<file path="src/sv/assert_macros.svh">
// ----------------------------------------------------------------------------
// Assertion macros
// Shared concurrent assertion helpers, clocked on clk_i, reset by rst_ni.
// ----------------------------------------------------------------------------
`ifndef ASSERT_MACROS_SVH
`define ASSERT_MACROS_SVH

`ifndef SYNTH
// condition holds at every clock edge out of reset
`define PMD_ASSERT(lbl, cond, msg) \
  lbl: assert property (@(posedge clk_i) disable iff (!rst_ni) (cond)) else $error(msg);
// consequent holds in the cycle after the antecedent
`define PMD_ASSERT_NEXT(lbl, ante, cons, msg) \
  lbl: assert property (@(posedge clk_i) disable iff (!rst_ni) (ante) |=> (cons)) \
    else $error(msg);
`else
`define PMD_ASSERT(lbl, cond, msg)
`define PMD_ASSERT_NEXT(lbl, ante, cons, msg)
`endif

`endif

</file>
<file path="src/sv/pmd_pkg.sv">
// ----------------------------------------------------------------------------
// pmd_pkg
// Types, constants and helper functions of the mouse packet decoder.
// ----------------------------------------------------------------------------
package pmd_pkg;

  localparam int COORD_BITS    = 12;
  localparam int SCREEN_W      = 13;
  localparam int CFG_IDX_W     = 2;
  localparam int COORD_MAX_INT = (1 << COORD_BITS) - 1;
  localparam int LIM_W         = (COORD_BITS > SCREEN_W) ? COORD_BITS : SCREEN_W;
  localparam int SUM_W         = COORD_BITS + 2;

  localparam int OUT_FIELDS_W  = 8 + 8 + 3 + 2 + 2 * COORD_BITS;
  localparam int OUT_W         = ((OUT_FIELDS_W + 7) / 8) * 8;

  localparam logic [7:0] HEADER_SYNC_BIT = 8'h08;
  localparam logic [2:0] BUTTON_MASK     = 3'h7;
  localparam logic [3:0] NIBBLE_MASK     = 4'hF;
  localparam logic [3:0] NIBBLE_UP       = 4'h1;

  localparam logic [1:0] WHEEL_PACKET_LEN = 2'd3;  // last position, four bytes
  localparam logic [1:0] BASIC_PACKET_LEN = 2'd2;  // last position, three bytes

  localparam logic [1:0] WHEEL_NONE = 2'b00;
  localparam logic [1:0] WHEEL_UP   = 2'b01;
  localparam logic [1:0] WHEEL_DOWN = 2'b11;

  typedef logic [COORD_BITS-1:0] coord_t;
  typedef logic [SCREEN_W-1:0]   screen_t;

  localparam coord_t COORD_MAX = coord_t'(COORD_MAX_INT);
  localparam coord_t X_RESET   = coord_t'((320 > COORD_MAX_INT) ? COORD_MAX_INT : 320);
  localparam coord_t Y_RESET   = coord_t'((240 > COORD_MAX_INT) ? COORD_MAX_INT : 240);

  localparam screen_t WIDTH_RESET  = screen_t'(640);
  localparam screen_t HEIGHT_RESET = screen_t'(480);

  typedef enum logic [CFG_IDX_W-1:0] {
    CFG_WHEEL  = 2'd0,
    CFG_WIDTH  = 2'd1,
    CFG_HEIGHT = 2'd2
  } cfg_idx_e;

  typedef struct packed {
    logic   wheel_en;
    coord_t x_lim;
    coord_t y_lim;
  } cfg_t;

  typedef struct packed {
    logic       done;
    logic [7:0] dx;
    logic [7:0] dy;
    logic [2:0] buttons;
    logic [1:0] wheel;
  } packet_t;

  function automatic coord_t upper_limit(input screen_t size);
    screen_t size_m1;
    coord_t  lim;
    size_m1 = size - screen_t'(1);
    if (size == '0) begin
      lim = '0;
    end else if (LIM_W'(size_m1) > LIM_W'(COORD_MAX)) begin
      lim = COORD_MAX;
    end else begin
      lim = coord_t'(size_m1);
    end
    return lim;
  endfunction

  function automatic coord_t clamp_pos(input logic signed [SUM_W-1:0] v, input coord_t lim);
    coord_t res;
    if (v[SUM_W-1]) begin
      res = '0;
    end else if (v[COORD_BITS:0] > {1'b0, lim}) begin
      res = lim;
    end else begin
      res = v[COORD_BITS-1:0];
    end
    return res;
  endfunction

endpackage

</file>
<file path="src/sv/pmd_cfg_regs.sv">
// ----------------------------------------------------------------------------
// pmd_cfg_regs
// Configuration registers and the cursor limits derived from them.
// ----------------------------------------------------------------------------
module pmd_cfg_regs (
  input  logic                          clk_i,
  input  logic                          rst_ni,
  input  logic                          cfg_valid_i,
  output logic                          cfg_ready_o,
  input  logic [pmd_pkg::CFG_IDX_W-1:0] cfg_index_i,
  input  logic [pmd_pkg::SCREEN_W-1:0]  cfg_data_i,
  output pmd_pkg::cfg_t                 cfg_o
);
  import pmd_pkg::*;

  logic    wheel_q, wheel_d;
  screen_t width_q, width_d;
  screen_t height_q, height_d;
  logic    wr;

  assign cfg_ready_o = 1'b1;
  assign wr          = cfg_valid_i;

  always_comb begin
    wheel_d  = wheel_q;
    width_d  = width_q;
    height_d = height_q;
    if (wr) begin
      case (cfg_idx_e'(cfg_index_i))
        CFG_WHEEL:  wheel_d  = cfg_data_i[0];
        CFG_WIDTH:  width_d  = cfg_data_i;
        CFG_HEIGHT: height_d = cfg_data_i;
        default: begin
          wheel_d = wheel_q;
        end
      endcase
    end
  end

  always_ff @(posedge clk_i or negedge rst_ni) begin
    if (!rst_ni) begin
      wheel_q  <= 1'b0;
      width_q  <= WIDTH_RESET;
      height_q <= HEIGHT_RESET;
    end else begin
      wheel_q  <= wheel_d;
      width_q  <= width_d;
      height_q <= height_d;
    end
  end

  assign cfg_o.wheel_en = wheel_q;
  assign cfg_o.x_lim    = upper_limit(width_q);
  assign cfg_o.y_lim    = upper_limit(height_q);

endmodule

</file>
<file path="src/sv/pmd_assembler.sv">
// ----------------------------------------------------------------------------
// pmd_assembler
// Header sync, byte position tracking and packet field decode.
// ----------------------------------------------------------------------------
module pmd_assembler (
  input  logic             clk_i,
  input  logic             rst_ni,
  input  logic             fire_i,
  input  logic [7:0]       byte_i,
  input  logic             wheel_en_i,
  output pmd_pkg::packet_t pkt_o
);
  import pmd_pkg::*;

  `include "assert_macros.svh"

  logic [1:0] pos_q, pos_d;
  logic [7:0] store_q [3];
  logic [1:0] last_pos;
  logic       drop;
  logic       done;

  assign last_pos = wheel_en_i ? WHEEL_PACKET_LEN : BASIC_PACKET_LEN;
  assign drop     = (pos_q == 2'd0) && ((byte_i & HEADER_SYNC_BIT) == '0);
  assign done     = !drop && (pos_q >= last_pos);

  always_comb begin
    pos_d = pos_q;
    if (fire_i && !drop) begin
      pos_d = done ? 2'd0 : pos_q + 2'd1;
    end
  end

  always_ff @(posedge clk_i or negedge rst_ni) begin
    if (!rst_ni) begin
      pos_q <= 2'd0;
    end else begin
      pos_q <= pos_d;
    end
  end

  always_ff @(posedge clk_i) begin
    if (fire_i && !drop && pos_q != 2'd3) begin
      store_q[pos_q] <= byte_i;
    end
  end

  always_comb begin
    pkt_o.done    = done;
    pkt_o.dx      = store_q[1];
    pkt_o.dy      = (pos_q == 2'd2) ? byte_i : store_q[2];
    pkt_o.buttons = store_q[0][2:0] & BUTTON_MASK;
    pkt_o.wheel   = WHEEL_NONE;
    if (wheel_en_i && pos_q == 2'd3) begin
      if ((byte_i[3:0] & NIBBLE_MASK) == NIBBLE_UP) begin
        pkt_o.wheel = WHEEL_UP;
      end else if ((byte_i[3:0] & NIBBLE_MASK) == NIBBLE_MASK) begin
        pkt_o.wheel = WHEEL_DOWN;
      end
    end
  end

  `PMD_ASSERT_NEXT(a_done_restarts, fire_i && done, pos_q == 2'd0, "packet end must restart")
  `PMD_ASSERT_NEXT(a_drop_holds, fire_i && drop, pos_q == 2'd0, "unsynced byte must drop")
  `PMD_ASSERT_NEXT(a_hold_idle, !fire_i, $stable(pos_q), "position moved without item")

endmodule

</file>
<file path="src/sv/pmd_cursor.sv">
// ----------------------------------------------------------------------------
// pmd_cursor
// Cursor position tracking with clamping, and the result register.
// ----------------------------------------------------------------------------
module pmd_cursor (
  input  logic                      clk_i,
  input  logic                      rst_ni,
  input  logic                      fire_i,
  input  pmd_pkg::packet_t          pkt_i,
  input  pmd_pkg::cfg_t             cfg_i,
  output logic                      ready_o,
  output logic                      m_axis_tvalid,
  input  logic                      m_axis_tready,
  output logic [pmd_pkg::OUT_W-1:0] m_axis_tdata
);
  import pmd_pkg::*;

  `include "assert_macros.svh"

  coord_t x_q, x_d;
  coord_t y_q, y_d;
  logic   valid_q, valid_d;
  logic [OUT_FIELDS_W-1:0] res_q, res_d;
  logic signed [SUM_W-1:0] sum_x, sum_y;
  logic   emit;

  assign emit    = fire_i && pkt_i.done;
  assign ready_o = !valid_q || m_axis_tready;

  assign sum_x = $signed({2'b00, x_q}) + $signed({{(SUM_W-8){pkt_i.dx[7]}}, pkt_i.dx});
  assign sum_y = $signed({2'b00, y_q}) - $signed({{(SUM_W-8){pkt_i.dy[7]}}, pkt_i.dy});

  always_comb begin
    x_d     = x_q;
    y_d     = y_q;
    res_d   = res_q;
    valid_d = valid_q;
    if (m_axis_tready) begin
      valid_d = 1'b0;
    end
    if (emit) begin
      x_d     = clamp_pos(sum_x, cfg_i.x_lim);
      y_d     = clamp_pos(sum_y, cfg_i.y_lim);
      res_d   = {y_d, x_d, pkt_i.wheel, pkt_i.buttons, pkt_i.dy, pkt_i.dx};
      valid_d = 1'b1;
    end
  end

  always_ff @(posedge clk_i or negedge rst_ni) begin
    if (!rst_ni) begin
      x_q     <= X_RESET;
      y_q     <= Y_RESET;
      valid_q <= 1'b0;
    end else begin
      x_q     <= x_d;
      y_q     <= y_d;
      valid_q <= valid_d;
    end
  end

  always_ff @(posedge clk_i) begin
    res_q <= res_d;
  end

  assign m_axis_tvalid = valid_q;
  assign m_axis_tdata  = {{(OUT_W-OUT_FIELDS_W){1'b0}}, res_q};

  `PMD_ASSERT_NEXT(a_emit_valid, emit, valid_q, "completed packet must show a result")
  `PMD_ASSERT_NEXT(a_stall_keeps, valid_q && !m_axis_tready, valid_q, "result lost on stall")
  `PMD_ASSERT(a_no_fire_stalled, !(fire_i && !ready_o), "item processed into full result")
  `PMD_ASSERT_NEXT(a_pos_hold, !emit, $stable(x_q) && $stable(y_q), "cursor moved idle")

endmodule

</file>
<file path="src/sv/ps2_mouse_packet_decoder.sv">
// ----------------------------------------------------------------------------
// ps2_mouse_packet_decoder
// Mouse byte stream to decoded packets with a clamped cursor position.
// ----------------------------------------------------------------------------
// Takes one mouse byte per clock cycle while the result stream is not
// stalled. A byte passes an input register, then the header check, packet
// decode and cursor add-and-clamp run combinationally into the result
// register. The last byte of a packet passes the input register and then
// the result register, which offers its item. A stalled result holds the
// input register and so the input. The cursor update is a feedback path
// through the cursor registers. Bytes with bit 3 clear are dropped while
// waiting for a packet header. Packets are three bytes, or four with wheel
// mode on. Write configuration only while no item is in flight.
module ps2_mouse_packet_decoder (
  input  logic                          clk_i,
  input  logic                          rst_ni,
  // configuration write channel
  input  logic                          cfg_valid_i,
  output logic                          cfg_ready_o,
  input  logic [pmd_pkg::CFG_IDX_W-1:0] cfg_index_i,
  input  logic [pmd_pkg::SCREEN_W-1:0]  cfg_data_i,
  // input stream
  input  logic                          s_axis_tvalid,
  output logic                          s_axis_tready,
  input  logic [7:0]                    s_axis_tdata,  // [7:0] data_byte
  // result stream
  output logic                          m_axis_tvalid,
  input  logic                          m_axis_tready,
  // [7:0] delta_x, [15:8] delta_y, [18:16] button_bits, [20:19] wheel_step,
  // then cursor_x, cursor_y, zero fill
  output logic [pmd_pkg::OUT_W-1:0]     m_axis_tdata
);
  import pmd_pkg::*;

  cfg_t       cfg;
  packet_t    pkt;
  logic       in_valid_q, in_valid_d;
  logic [7:0] in_byte_q;
  logic       out_ready;
  logic       fire;
  logic       take;

  assign fire          = in_valid_q && out_ready;
  assign s_axis_tready = !in_valid_q || out_ready;
  assign take          = s_axis_tvalid && s_axis_tready;

  always_comb begin
    in_valid_d = in_valid_q;
    if (take) begin
      in_valid_d = 1'b1;
    end else if (fire) begin
      in_valid_d = 1'b0;
    end
  end

  always_ff @(posedge clk_i or negedge rst_ni) begin
    if (!rst_ni) begin
      in_valid_q <= 1'b0;
    end else begin
      in_valid_q <= in_valid_d;
    end
  end

  always_ff @(posedge clk_i) begin
    if (take) begin
      in_byte_q <= s_axis_tdata;
    end
  end

  pmd_cfg_regs u_cfg (
    .clk_i       (clk_i),
    .rst_ni      (rst_ni),
    .cfg_valid_i (cfg_valid_i),
    .cfg_ready_o (cfg_ready_o),
    .cfg_index_i (cfg_index_i),
    .cfg_data_i  (cfg_data_i),
    .cfg_o       (cfg)
  );

  pmd_assembler u_asm (
    .clk_i      (clk_i),
    .rst_ni     (rst_ni),
    .fire_i     (fire),
    .byte_i     (in_byte_q),
    .wheel_en_i (cfg.wheel_en),
    .pkt_o      (pkt)
  );

  pmd_cursor u_cursor (
    .clk_i         (clk_i),
    .rst_ni        (rst_ni),
    .fire_i        (fire),
    .pkt_i         (pkt),
    .cfg_i         (cfg),
    .ready_o       (out_ready),
    .m_axis_tvalid (m_axis_tvalid),
    .m_axis_tready (m_axis_tready),
    .m_axis_tdata  (m_axis_tdata)
  );

endmodule

</file>
<file path="config.mk">
export PLATFORM = sky130hd
export DESIGN_NAME = ps2_mouse_packet_decoder
export DESIGN_NICKNAME = d
export VERILOG_FILES = /design/src/sv/pmd_pkg.sv /design/src/sv/pmd_cfg_regs.sv /design/src/sv/pmd_assembler.sv /design/src/sv/pmd_cursor.sv /design/src/sv/ps2_mouse_packet_decoder.sv
export VERILOG_INCLUDE_DIRS = /design/src /design/src/sv
export SDC_FILE = /design/constraint.sdc
export NUM_CORES = 1
export LEC_CHECK = 0
export BUFFER_PORTS_ARGS = -buffer_cell sky130_fd_sc_hd__buf_2
export CORE_MARGIN = 1
export CORE_UTILIZATION = 60
export DETAILED_ROUTE_END_ITERATION = 10
export PLACE_DENSITY_LB_ADDON = 0.08
export SLEW_MARGIN = 15
export SYNTH_ARGS = -nofsm -noshare
export SYNTH_HDL_FRONTEND = slang
export SYNTH_SLANG_ARGS = --single-unit
</file>
<file path="constraint.sdc">
create_clock -name clk_i -period 6.45 [get_ports clk_i]
set_input_delay 0.645 -clock clk_i [delete_from_list [all_inputs] [get_ports clk_i]]
set_output_delay 0.645 -clock clk_i [all_outputs]
set_load 0.01 [all_outputs]
</file>
==> metrics.txt <==
cell at the root of the clock tree=clkbuf_16; TritonCTS Sinks=127; initial antenna violation count=0; final worst path period share=0.8569; most instantiated cells after synthesis=72 x edfxtp_1, 57 x ha_1, 55 x nor2_1; #FFs+latches synth=127; share of cells above drive strength 1=0.2170; CP Class=reg -> reg; Power, Total=4.487 mW; Area growth syn-to-layout=14.57%; Hold-fix buffers, CTS=0; outcome=completed; Site Rows=40; CP arrival=5.85 ns; Unique masters post-synth=64; via/cell ratio=~5.8; NumNets Final=862; die width=114.3 µm; die area=13060 µm²; post_cts resized=0; Hold WC Path Type=in -> async; Clock power frac=0.216; startpoint types=flop; Final min period=5.527 ns; Rel. slew slack=0.3126; DRT iter0 DRCs=394; top cells by area, synth=edfxtp_1 29%, dfrtp_1 14%, ha_1 9.4%; switching part of the total=0.4052; Yosys warnings=0; Max Freq=approximately 180 MHz; Initial Util=0.6219; clock buffer depth=2; Via Count=5526; P_leak=3.745 nW; final slew viol count=0; core area=around 12000 µm²; reported net switching power=approximately 1.8 mW; Yosys top cell area share=0.2859; Post-synth EDFFs=just over 70; # DRC=0; number of detailed-route iterations in the first pass=4; Post-DRT Antenna Nets=0; endpoints failing hold=0; Die Height=approximately 110 µm; CP endpoint kind=flop; vias in the first global route=around 5300; H-tree levels=4; # IOs=79; Worst EP required=6.77 ns; fin cells=between 900 and 1000; WL/cell=16.92 µm; setup TNS=0 ns; async set-or-reset flop fraction in the synthesized netlist=0.4331; Clock transition at path regs=0.06 ns; Skew-Pair Late Insertion Delay=0.43 ns; Synth Flop Type=edfxtp_1; Post-CTS Setup Repair Bufs=0; Layout Skew=0.007841 ns; Worst-Margin Slew=1.030 ns; ant diodes=0; placed cells=924; TritonCTS clock tree=built; cell with the most instances after synthesis=edfxtp_1; largest net degree at the start of global routing=56; GRT Overall Usage=0.2672; global route overflow=0; Seq pwr share=0.287; Port Buffers=74; Logic pwr share=0.497; maxcap violations=0; Inserted Clock Buffers=17; Post-Route WL=16170 µm; final setup vio count=0; Internal Pwr Total=2.669 mW; worst hold slack=0.3569 ns; HPWL after detailed placement=11940 µm; P per Cell Area=roughly 520 nW/µm²; cell taking the most area after synthesis=edfxtp_1; Max IR drop VDD=0.0003219 V; GPL Wtd Cong=0.8765; register area share after synthesis=0.4698; Mean Syn Cell Area=approximately 11 µm²; worst-path maximum fanout=9; Post-Synthesis Cells=700; first-pass GRT wire length=26210 µm; Mapped Area=around 7600 µm²; RSZ-0062 raised after global routing=false
==> layer usage <==
metal,track usage,share of wire,vias to the layer above
li1,-,-,2694
met1,0.3427,0.45,2610
met2,0.4428,0.48,195
met3,0.06564,0.055,27
met4,0.09437,0.016,0
met5,0,0,-
==> registers in the layout (all words and copies together) (netlist names) <==
name and cells:
in_byte_q 8, in_valid_q 1, u_asm.pos_q 2, u_asm.store_q 19, u_cfg.height_q 13, u_cfg.wheel_q 1
u_cfg.width_q 13, u_cursor.m_axis_tvalid 1, u_cursor.res_q 45, u_cursor.x_q 12, u_cursor.y_q 12
==> area by class of cell <==
class | count | area (µm²)
timing repair buffer | 79 | 407.9
clock buffer | 19 | 452.9
clock inverter | 13 | 148.9
fill | 907 | 3496
inverter | 54 | 202.7
tap | 168 | 210.2
sequential | 127 | 3553
multi-input combinational | 496 | 3690
==> per-stage QoR <==
stage	worst slack, ns	utilization	area, µm²
after floorplan	1.851	-	7571
after global placement	1.192	0.6631	8064
after detailed placement	0.9949	0.6631	8064
after CTS	0.9361	0.7126	8666
after global routing	0.6003	0.7126	8666
final	0.9232	0.7126	8666
==> final timing paths <==
kind / start / end / slack, ns / depth (start not counted)
max in group asynchronous: rst_ni / u_cfg.height_q[2] / 5.59 / 2
min in group clk_i: s_axis_tdata[1] / in_byte_q[1] / 0.39 / 1
worst max-delay path: u_asm.pos_q[0] / u_cursor.y_q[1] / 0.92 / 18
worst min-delay path: rst_ni / in_valid_q / 0.36 / 2
worst max register to register: u_asm.pos_q[0] / u_cursor.y_q[1] / 0.92 / 18
worst min register to register: u_asm.store_q[0][0] / u_cursor.res_q[16] / 0.42 / 0
==> power by group through the flow <==
stage	Clock (mW)	Sequential (mW)	Combinational [mW]
finish	0.970	1.29	2.23
global route	1.01	1.31	2.47
CTS	0.981	1.29	2.22
detailed placement	0	1.30	2.20
global placement	0	1.29	2.12
floorplan	0	1.28	1.70
==> logic make-up after synthesis <==
kind of cell    Yosys count  synth area share
compound gates          141            0.1249
xor+xnor                 35           0.04053
fa+ha+maj                62            0.1036
buf+inv                  79           0.04334
flops                   127            0.4698
mux                      61           0.08586
other cells               2         0.0009929
simple gates            193            0.1310
==> critical path, cell delays in order (launching register included) <==
cell	delay (ns)
dfrtp_1	0.42
inv_1	0.15
ha_1	0.47
mux2_2	0.27
ha_1	0.16
inv_1	0.06
fa_1	0.42
a211oi_1	0.35
o21ai_1	0.17
a31oi_1	0.32
or4b_1	0.46
o311ai_0	0.17
ha_1	0.34
o21a_1	0.18
o32a_1	0.18
a211oi_2	0.39
buf_4	0.30
mux2_2	0.37
o31ai_1	0.24
==> placed cells by master (no fill, tap or decap), types with 3 or more instances in the layout <==
| master | n |
|---|---|
| nand2b_1 | 6 |
| a21oi_1 | 33 |
| nand4_1 | 7 |
| nor2b_1 | 5 |
| a31oi_1 | 3 |
| conb_1 | 4 |
| o21ai_0 | 17 |
| inv_1 | 53 |
| and2_1 | 8 |
| buf_4 | 5 |
| dfrtp_1 | 43 |
| nor3_1 | 14 |
| mux2_2 | 31 |
| xor2_1 | 10 |
| nand2_1 | 50 |
| nand3_1 | 10 |
| ha_1 | 57 |
| a21o_1 | 10 |
| o31ai_1 | 28 |
| and3_1 | 3 |
| dfstp_2 | 12 |
| nand3b_1 | 5 |
| mux2i_1 | 30 |
| clkbuf_16 | 17 |
| nor2_1 | 55 |
| xnor2_1 | 25 |
| inv_6 | 5 |
| or2_2 | 6 |
| o21ai_1 | 10 |
| or3_1 | 7 |
| o21a_1 | 9 |
| nor4_1 | 4 |
| or4_1 | 3 |
| maj3_1 | 3 |
| a211oi_1 | 8 |
| buf_2 | 74 |
| edfxtp_1 | 72 |
Power figures use the tool's default switching activity.
